==> src/hdl/sid_pkg.sv <==
// ----------------------------------------------------------------------------
// sid_pkg
// Shared types for the pipelined signed integer divider.
// ----------------------------------------------------------------------------
package sid_pkg;

    // Per-request side information that travels with the magnitudes.
    typedef struct packed {
        logic neg;   // Operand signs differ, so the quotient is negated.
        logic zero;  // Quotient is forced to zero (zero divisor or dividend).
    } sid_flags_t;

endpackage

==> src/hdl/sid_prep.sv <==
// ----------------------------------------------------------------------------
// sid_prep
// Input stage: takes the operand magnitudes and the sign and zero flags.
// ----------------------------------------------------------------------------
module sid_prep #(
    parameter int WIDTH = 32
) (
    input  logic                    clk,
    input  logic                    rst_n,
    input  logic                    valid_i,
    output logic                    ready_o,
    input  logic signed [WIDTH-1:0] dividend,
    input  logic signed [WIDTH-1:0] divisor,
    output logic                    valid_o,
    input  logic                    ready_i,
    output logic [WIDTH-1:0]        rem_o,
    output logic [WIDTH-1:0]        den_o,
    output sid_pkg::sid_flags_t     flags_o
);

    logic [WIDTH-1:0]    num_raw;
    logic [WIDTH-1:0]    den_raw;
    logic [WIDTH-1:0]    num_mag_next;
    logic [WIDTH-1:0]    den_mag_next;
    sid_pkg::sid_flags_t flags_next;
    logic                valid_reg;
    logic [WIDTH-1:0]    num_mag_reg;
    logic [WIDTH-1:0]    den_mag_reg;
    sid_pkg::sid_flags_t flags_reg;
    logic                load;

    // The stage takes a new request when empty or when its content moves on.
    assign ready_o = !valid_reg || ready_i;
    assign load    = valid_i && ready_o;

    // Magnitudes in unsigned form; the most negative value maps to 2^(WIDTH-1).
    always_comb
    begin
        num_raw         = dividend;
        den_raw         = divisor;
        num_mag_next    = num_raw[WIDTH-1] ? (~num_raw + 1'b1) : num_raw;
        den_mag_next    = den_raw[WIDTH-1] ? (~den_raw + 1'b1) : den_raw;
        flags_next.neg  = num_raw[WIDTH-1] ^ den_raw[WIDTH-1];
        flags_next.zero = (den_raw == '0) || (num_raw == '0);
    end

    // Valid bit of the stage.
    always_ff @(posedge clk or negedge rst_n)
    begin
        if (!rst_n)
        begin
            valid_reg <= 1'b0;
        end
        else if (ready_o)
        begin
            valid_reg <= valid_i;
        end
    end

    // Payload registers.
    always_ff @(posedge clk)
    begin
        if (load)
        begin
            num_mag_reg <= num_mag_next;
            den_mag_reg <= den_mag_next;
            flags_reg   <= flags_next;
        end
    end

    assign valid_o = valid_reg;
    assign rem_o   = num_mag_reg;
    assign den_o   = den_mag_reg;
    assign flags_o = flags_reg;

endmodule

==> src/hdl/sid_stage.sv <==
// ----------------------------------------------------------------------------
// sid_stage
// One restoring step: decides one quotient bit and updates the remainder.
// ----------------------------------------------------------------------------
module sid_stage #(
    parameter int WIDTH = 32,
    parameter int BIT   = 31
) (
    input  logic                clk,
    input  logic                rst_n,
    input  logic                valid_i,
    output logic                ready_o,
    input  logic [WIDTH-1:0]    rem_i,
    input  logic [WIDTH-1:0]    quo_i,
    input  logic [WIDTH-1:0]    den_i,
    input  sid_pkg::sid_flags_t flags_i,
    output logic                valid_o,
    input  logic                ready_i,
    output logic [WIDTH-1:0]    rem_o,
    output logic [WIDTH-1:0]    quo_o,
    output logic [WIDTH-1:0]    den_o,
    output sid_pkg::sid_flags_t flags_o
);

    localparam logic [WIDTH-1:0] ONE      = {{(WIDTH-1){1'b0}}, 1'b1};
    localparam logic [WIDTH-1:0] LOW_MASK = (ONE << BIT) - ONE;

    logic                upper;
    logic [WIDTH-1:0]    rem_shift;
    logic [WIDTH-1:0]    rem_next;
    logic [WIDTH-1:0]    quo_next;
    logic                valid_reg;
    logic [WIDTH-1:0]    rem_reg;
    logic [WIDTH-1:0]    quo_reg;
    logic [WIDTH-1:0]    den_reg;
    sid_pkg::sid_flags_t flags_reg;
    logic                load;

    assign ready_o = !valid_reg || ready_i;
    assign load    = valid_i && ready_o;

    // Trial subtraction of the divisor aligned to this bit. When it fits,
    // the shifted divisor is no larger than the remainder, so no bits are lost.
    always_comb
    begin
        rem_shift = rem_i >> BIT;
        upper     = (rem_shift >= den_i);
        rem_next  = upper ? (rem_i - (den_i << BIT)) : rem_i;
        quo_next  = quo_i | ({{(WIDTH-1){1'b0}}, upper} << BIT);
    end

    // Valid bit of the stage.
    always_ff @(posedge clk or negedge rst_n)
    begin
        if (!rst_n)
        begin
            valid_reg <= 1'b0;
        end
        else if (ready_o)
        begin
            valid_reg <= valid_i;
        end
    end

    // Payload registers.
    always_ff @(posedge clk)
    begin
        if (load)
        begin
            rem_reg   <= rem_next;
            quo_reg   <= quo_next;
            den_reg   <= den_i;
            flags_reg <= flags_i;
        end
    end

    assign valid_o = valid_reg;
    assign rem_o   = rem_reg;
    assign quo_o   = quo_reg;
    assign den_o   = den_reg;
    assign flags_o = flags_reg;

    // Bits below this step have not been decided yet.
    assert property (@(posedge clk) disable iff (!rst_n)
        valid_reg |-> ((quo_reg & LOW_MASK) == '0))
    else $error("quotient bits below the current step are set");

    // After the step the aligned remainder is smaller than a nonzero divisor.
    assert property (@(posedge clk) disable iff (!rst_n)
        (valid_reg && !flags_reg.zero) |-> ((rem_reg >> BIT) < den_reg))
    else $error("remainder not reduced below the aligned divisor");

endmodule

==> src/hdl/sid_fix.sv <==
// ----------------------------------------------------------------------------
// sid_fix
// Output stage: applies the sign and the zero cases, holds the result.
// ----------------------------------------------------------------------------
module sid_fix #(
    parameter int WIDTH = 32
) (
    input  logic                    clk,
    input  logic                    rst_n,
    input  logic                    valid_i,
    output logic                    ready_o,
    input  logic [WIDTH-1:0]        quo_i,
    input  sid_pkg::sid_flags_t     flags_i,
    output logic                    valid_o,
    input  logic                    ready_i,
    output logic signed [WIDTH-1:0] quotient
);

    logic [WIDTH-1:0] quotient_next;
    logic [WIDTH-1:0] quotient_reg;
    logic             valid_reg;
    logic             load;

    assign ready_o = !valid_reg || ready_i;
    assign load    = valid_i && ready_o;

    // Sign fix; the most negative value over minus one wraps naturally.
    always_comb
    begin
        if (flags_i.zero)
        begin
            quotient_next = '0;
        end
        else if (flags_i.neg)
        begin
            quotient_next = ~quo_i + 1'b1;
        end
        else
        begin
            quotient_next = quo_i;
        end
    end

    always_ff @(posedge clk or negedge rst_n)
    begin
        if (!rst_n)
        begin
            valid_reg <= 1'b0;
        end
        else if (ready_o)
        begin
            valid_reg <= valid_i;
        end
    end

    always_ff @(posedge clk)
    begin
        if (load)
        begin
            quotient_reg <= quotient_next;
        end
    end

    assign valid_o  = valid_reg;
    assign quotient = $signed(quotient_reg);

endmodule

==> src/hdl/signed_integer_divider_unit.sv <==
// ----------------------------------------------------------------------------
// signed_integer_divider_unit
// Pipelined signed divider, quotient truncated toward zero.
//
//   Channel   Handshake               Payload
//   input     in_valid / in_ready     dividend, divisor
//   output    out_valid / out_ready   quotient
//
// One request enters per cycle unless a stalled output backs the pipe up; its
// quotient is presented after passing WIDTH + 2 register stages (input stage,
// one restoring stage per quotient bit, sign-fix stage). Every stage holds a
// valid bit and is reloaded when empty or when its content moves on, so a
// stall at the output fills the empty stages first and then holds every
// stage in place. Reset clears all valid bits only.
// ----------------------------------------------------------------------------
module signed_integer_divider_unit #(
    parameter int WIDTH = 32
) (
    input  logic                    clk,
    input  logic                    rst_n,
    input  logic                    in_valid,
    output logic                    in_ready,
    input  logic signed [WIDTH-1:0] dividend,
    input  logic signed [WIDTH-1:0] divisor,
    output logic                    out_valid,
    input  logic                    out_ready,
    output logic signed [WIDTH-1:0] quotient
);

    // Stage k hands its content to stage k + 1; index 0 is the input stage.
    logic                valid [0:WIDTH];
    logic                ready [0:WIDTH];
    logic [WIDTH-1:0]    rem   [0:WIDTH];
    logic [WIDTH-1:0]    quo   [0:WIDTH];
    logic [WIDTH-1:0]    den   [0:WIDTH];
    sid_pkg::sid_flags_t flags [0:WIDTH];

    // Input stage.
    sid_prep #(
        .WIDTH (WIDTH)
    ) u_prep (
        .clk      (clk),
        .rst_n    (rst_n),
        .valid_i  (in_valid),
        .ready_o  (in_ready),
        .dividend (dividend),
        .divisor  (divisor),
        .valid_o  (valid[0]),
        .ready_i  (ready[0]),
        .rem_o    (rem[0]),
        .den_o    (den[0]),
        .flags_o  (flags[0])
    );

    assign quo[0] = '0;

    // One restoring stage per quotient bit, top bit first.
    for (genvar k = 0; k < WIDTH; k++)
    begin : g_stage
        sid_stage #(
            .WIDTH (WIDTH),
            .BIT   (WIDTH - 1 - k)
        ) u_stage (
            .clk     (clk),
            .rst_n   (rst_n),
            .valid_i (valid[k]),
            .ready_o (ready[k]),
            .rem_i   (rem[k]),
            .quo_i   (quo[k]),
            .den_i   (den[k]),
            .flags_i (flags[k]),
            .valid_o (valid[k+1]),
            .ready_i (ready[k+1]),
            .rem_o   (rem[k+1]),
            .quo_o   (quo[k+1]),
            .den_o   (den[k+1]),
            .flags_o (flags[k+1])
        );
    end

    // Sign fix and output register.
    sid_fix #(
        .WIDTH (WIDTH)
    ) u_fix (
        .clk      (clk),
        .rst_n    (rst_n),
        .valid_i  (valid[WIDTH]),
        .ready_o  (ready[WIDTH]),
        .quo_i    (quo[WIDTH]),
        .flags_i  (flags[WIDTH]),
        .valid_o  (out_valid),
        .ready_i  (out_ready),
        .quotient (quotient)
    );

    // The input side only stalls when the whole pipe is full behind a stalled output.
    assert property (@(posedge clk) disable iff (!rst_n)
        !in_ready |-> (out_valid && !out_ready))
    else $error("input stalled while the output is free");

endmodule

==> config.mk <==
export PLATFORM = sky130hd
export DESIGN_NAME = signed_integer_divider_unit
export DESIGN_NICKNAME = d
export VERILOG_FILES = /design/src/hdl/sid_pkg.sv /design/src/hdl/sid_prep.sv /design/src/hdl/sid_stage.sv /design/src/hdl/sid_fix.sv /design/src/hdl/signed_integer_divider_unit.sv
export SDC_FILE = /design/constraint.sdc
export NUM_CORES = 2
export LEC_CHECK = 0
export BUFFER_PORTS_ARGS = -buffer_cell sky130_fd_sc_hd__buf_2
export CAP_MARGIN = 20
export CORE_ASPECT_RATIO = 0.75
export CORE_MARGIN = 10
export CORE_UTILIZATION = 40
export CTS_CLUSTER_DIAMETER = 40
export DETAILED_ROUTE_END_ITERATION = 10
export HOLD_SLACK_MARGIN = 0.1
export PLACE_DENSITY_LB_ADDON = 0.1
export SLEW_MARGIN = 20
export SYNTH_ARGS = -nofsm -noshare
export SYNTH_HDL_FRONTEND = slang
export SYNTH_SLANG_ARGS = --single-unit
==> constraint.sdc <==
create_clock -name clk -period 7.7 [get_ports clk]
set_input_delay 1.155 -clock clk [delete_from_list [all_inputs] [get_ports clk]]
set_output_delay 1.155 -clock clk [all_outputs]
set_load 0.02 [all_outputs]
==> summary.md <==
| Metric | Value |
|---|---|
| Worst Reg-to-Reg Cells | `11` |
| Commonest non-fill, non-tap cell in the layout | `edfxtp_1` |
| First-pass GRT wire length | `380,000 microns` |
| Most frequent cells in the layout | `edfxtp_1 (2,674), inv_1 (710), ha_1 (531), nand2_1 (413), clkbuf_16 (369)` |
| Initial core utilization | `40.1%` |
| Slew Limit Fails | `0` |
| Placed Instance Area | `122,000 sq um` |
| Final WL | `251,000 microns` |
| Synth Net Count | `8,433` |
| P_sw | `between 0.009 and 0.01 W` |
| RR Startpoint | `u_fix.valid_o` |
| Mux share of post-synthesis cell area | `3.35%` |
| RSZ-0062 raised after global routing | `false` |
| Die ar. | `between 300,000 and 400,000 sq um` |
| Fillcell total | `25,083` |
| Clk pwr share | `42.1%` |
| Period utilization | `between 70% and 80%` |
| Max-slew headroom | `between 20% and 30%` |
| CTS resizes | `0` |
| Tightest Pin Transition | `between 1000 and 1500 ps` |
| Syn_area_per_cell | `14.8 sq um` |
| Tmin final | `5600 ps` |
| Hold-fix buffers, CTS | `0` |
| Asr flop ratio synth | `between 1 and 1.5%` |
| Placer Congestion | `0.859` |
| Root Driver | `clkbuf_16` |
| Drt first pass iters | `5` |
| Vias in the first global route | `61,463` |
| Vias | `63,293` |
| Count of final setup violators | `0` |
| Clk pin slew, worst setup/hold paths | `60 ps` |
| Antenna viol nets, final | `0` |
| PortBufs | `~100` |
| Post-DP HPWL | `184,000 microns` |
| 1st-iter DRT viols | `5,078` |
| Core Area | `289,000 sq um` |
| Crit path arrival time | `4450 ps` |
| Simple-gate share of the synthesized area | `around 7%` |
| CTS tree | `built` |
| Sink Count | `2,708` |
| Compound-Gate Fraction of Synth Area | `7.42%` |
| Sw Share | `25.1%` |
| Post-CTS setup buffer count | `0` |
| Largest family of logic cells by synthesized area | `compound AO/OA/AOI/OAI gates` |
| Final Hold Viols | `0` |
| Setup_tns | `0 ps` |
| Reg-to-reg endpoint | `u_prep.rem_o[26]` |
| WHS Path Cells | `0` |
| Seq cells post-synth | `between 2,000 and 3,000` |
| Crit path max fanout | `7` |
| Total gr overflow | `0` |
| H-tree levels | `5` |
| Skew final | `77.1 ps` |
| DR WL/cell | `20.3 microns` |
| Post-synthesis sequential area ratio | `between 70% and 80%` |
| DIE WIDTH | `approximately 640 microns` |
| Initial antenna violation count | `17` |
| Vias/cell | `5.13` |
| Die height | `486 microns` |
| Clk_lat worst skew | `870 ps` |
| Critical path launch point type | `input port` |
| Fmax | `178 MHz` |
| Post-synthesis xor/xnor area fraction | `3.23%` |
| Yosys warning count | `0` |
| PwrDens | `291 nW/um^2` |
| GRT Util Overall | `15.7%` |
| Static leakage | `50.7 nW` |
| Critical setup path kind | `in -> out` |
| Internal | `0.0291 W` |
| Post-route design area | `133,000 sq um` |
| Post-synth EDFFs | `around 2,700` |
| Area growth, synth to finish | `15.3%` |
| Max-cap violation count | `0` |
| Site Rows | `171` |
| Netlist cell types | `84` |
| WP data required | `6550 ps` |
| DR DRC count | `0` |
| Post-Synth Adder-Cell Area | `6.26%` |
| Num CTS Buffers | `360` |
| Min-Delay Endpoint | `g_stage[15].u_stage.quo_o[31]` |
| Cell Area, Synth | `116,000 sq um` |
| Largest net degree at the start of global routing | `90` |
| Synth Instances | `7,804` |
| Dominant synthesized flop cell | `edfxtp_1` |
| Share of cells above drive strength 1 | `a little over an eighth` |
| R2r setup slk | `3140 ps` |
| Status | `complete, no violations` |
| Top-level port count | `102` |
| Combinational Power Share | `between 10% and 20%` |
| Hold Crit Start | `g_stage[14].u_stage.quo_o[31]` |
| Worst IR Drop VDD | `roughly 230 uV` |
| Critical Path End Type | `primary output` |
| Bufs on Longest Clock Path | `4` |
| Nets | `between 8,000 and 9,000` |
| HP Class | `reg -> reg` |
| Seq pwr share | `47.0%` |
[kinds of logic after synthesis]
| group | Yosys count |
|---|---|
| compound gates | 1342 |
| xor+xnor | 427 |
| fa+ha+maj | 561 |
| buf+inv | 803 |
| flops | 2708 |
| mux | 351 |
| simple gates | 1612 |
[area by class of cell]
| cell class | count | area [sq um] | area share [%] |
|---|---|---|---|
| flip-flops and latches | 2708 | 81100 | 60.8 |
| multi-input cells | 4293 | 32000 | 24.0 |
| clock buffers | 401 | 9350 | 7.01 |
| well taps | 3806 | 4760 | 3.57 |
| inverters | 710 | 2670 | 2.00 |
| clock inverters | 251 | 2560 | 1.92 |
| repair buffers | 166 | 1020 | 0.761 |
| diodes | 4 | 10.0 | 0.00750 |
[metrics by stage]
stage / setup slack (ps) / utilization [%] / hold WS, ps / total power [W] / instances
3_5_place_dp: 2130 / 42.1 / 405 / 0.0228 / 11682
4_1_cts: 2100 / 46.2 / 333 / 0.0393 / 12334
2_1_floorplan: 874 / - / 400 / 0.0214 / 7804
5_1_grt: 1980 / 46.2 / 383 / 0.0406 / 12336
3_3_place_gp: 2070 / 42.1 / 400 / 0.0227 / 11682
6_report: 2100 / 46.2 / 381 / 0.0389 / 12339
[worst max-delay path: stages]
cell and delay, ps:
buf_2 140, and4b_1 370, and3_1 700, nand2_1 350, nor4_1 340, nand4_1 210, nor4_1 330, nand3_1 130
nor2_1 150, nand3_1 270, buf_2 270
[routing by layer]
layer,up-vias,GRT usage (%),wire [microns]
li1,30442,-,-
met1,30761,25.4,129000
met2,1724,21.0,98200
met3,366,3.77,18100
met4,0,3.64,5380
met5,-,0,0
[Yosys cell counts, types with 34 or more instances]
library cell / number / area share, %
nand4_1: 102 / 0.55
o31ai_1: 51 / 0.33
inv_1: 710 / 2.3
edfxtp_1: 2674 / 69
mux2i_1: 61 / 0.53
o21ai_0: 367 / 1.6
ha_1: 531 / 5.7
nor2b_1: 100 / 0.54
nand3_1: 93 / 0.40
xnor2_1: 268 / 2.0
a211oi_1: 42 / 0.27
o211ai_1: 34 / 0.22
a21o_1: 160 / 1.0
mux2_2: 290 / 2.8
a21boi_0: 45 / 0.29
nand2b_1: 82 / 0.44
xor2_1: 159 / 1.2
o21a_1: 73 / 0.47
clkbuf_1: 82 / 0.27
nor4_1: 139 / 0.75
and2_1: 45 / 0.24
a21oi_1: 307 / 1.3
dfrtp_1: 34 / 0.73
or2_2: 50 / 0.27
a31oi_1: 48 / 0.26
nand2_1: 413 / 1.3
or3_1: 44 / 0.24
nor3_1: 96 / 0.41
nor2_1: 325 / 1.1
[power by group through the flow]
stage | combinational [W] | sequential, W | clock (W)
floorplan | 0.00312 | 0.0183 | 0
global placement | 0.00414 | 0.0186 | 0
detailed placement | 0.00420 | 0.0186 | 0
CTS | 0.00423 | 0.0183 | 0.0168
global route | 0.00475 | 0.0184 | 0.0175
finish | 0.00423 | 0.0183 | 0.0164
[worst max-delay path by stage]
| stage | start | endpoint | slack, ps | cells after the start |
|---|---|---|---|---|
| floorplan | out_ready | g_stage[18].u_stage.den_o[0] | 870 | 6 |
| global placement | out_ready | u_prep.den_o[5] | 2070 | 12 |
| detailed placement | out_ready | in_ready | 2130 | 11 |
| CTS | out_ready | in_ready | 2100 | 11 |
| global route | out_ready | in_ready | 1980 | 11 |
| finish | out_ready | in_ready | 2100 | 11 |
Power figures use the tool's default switching activity.
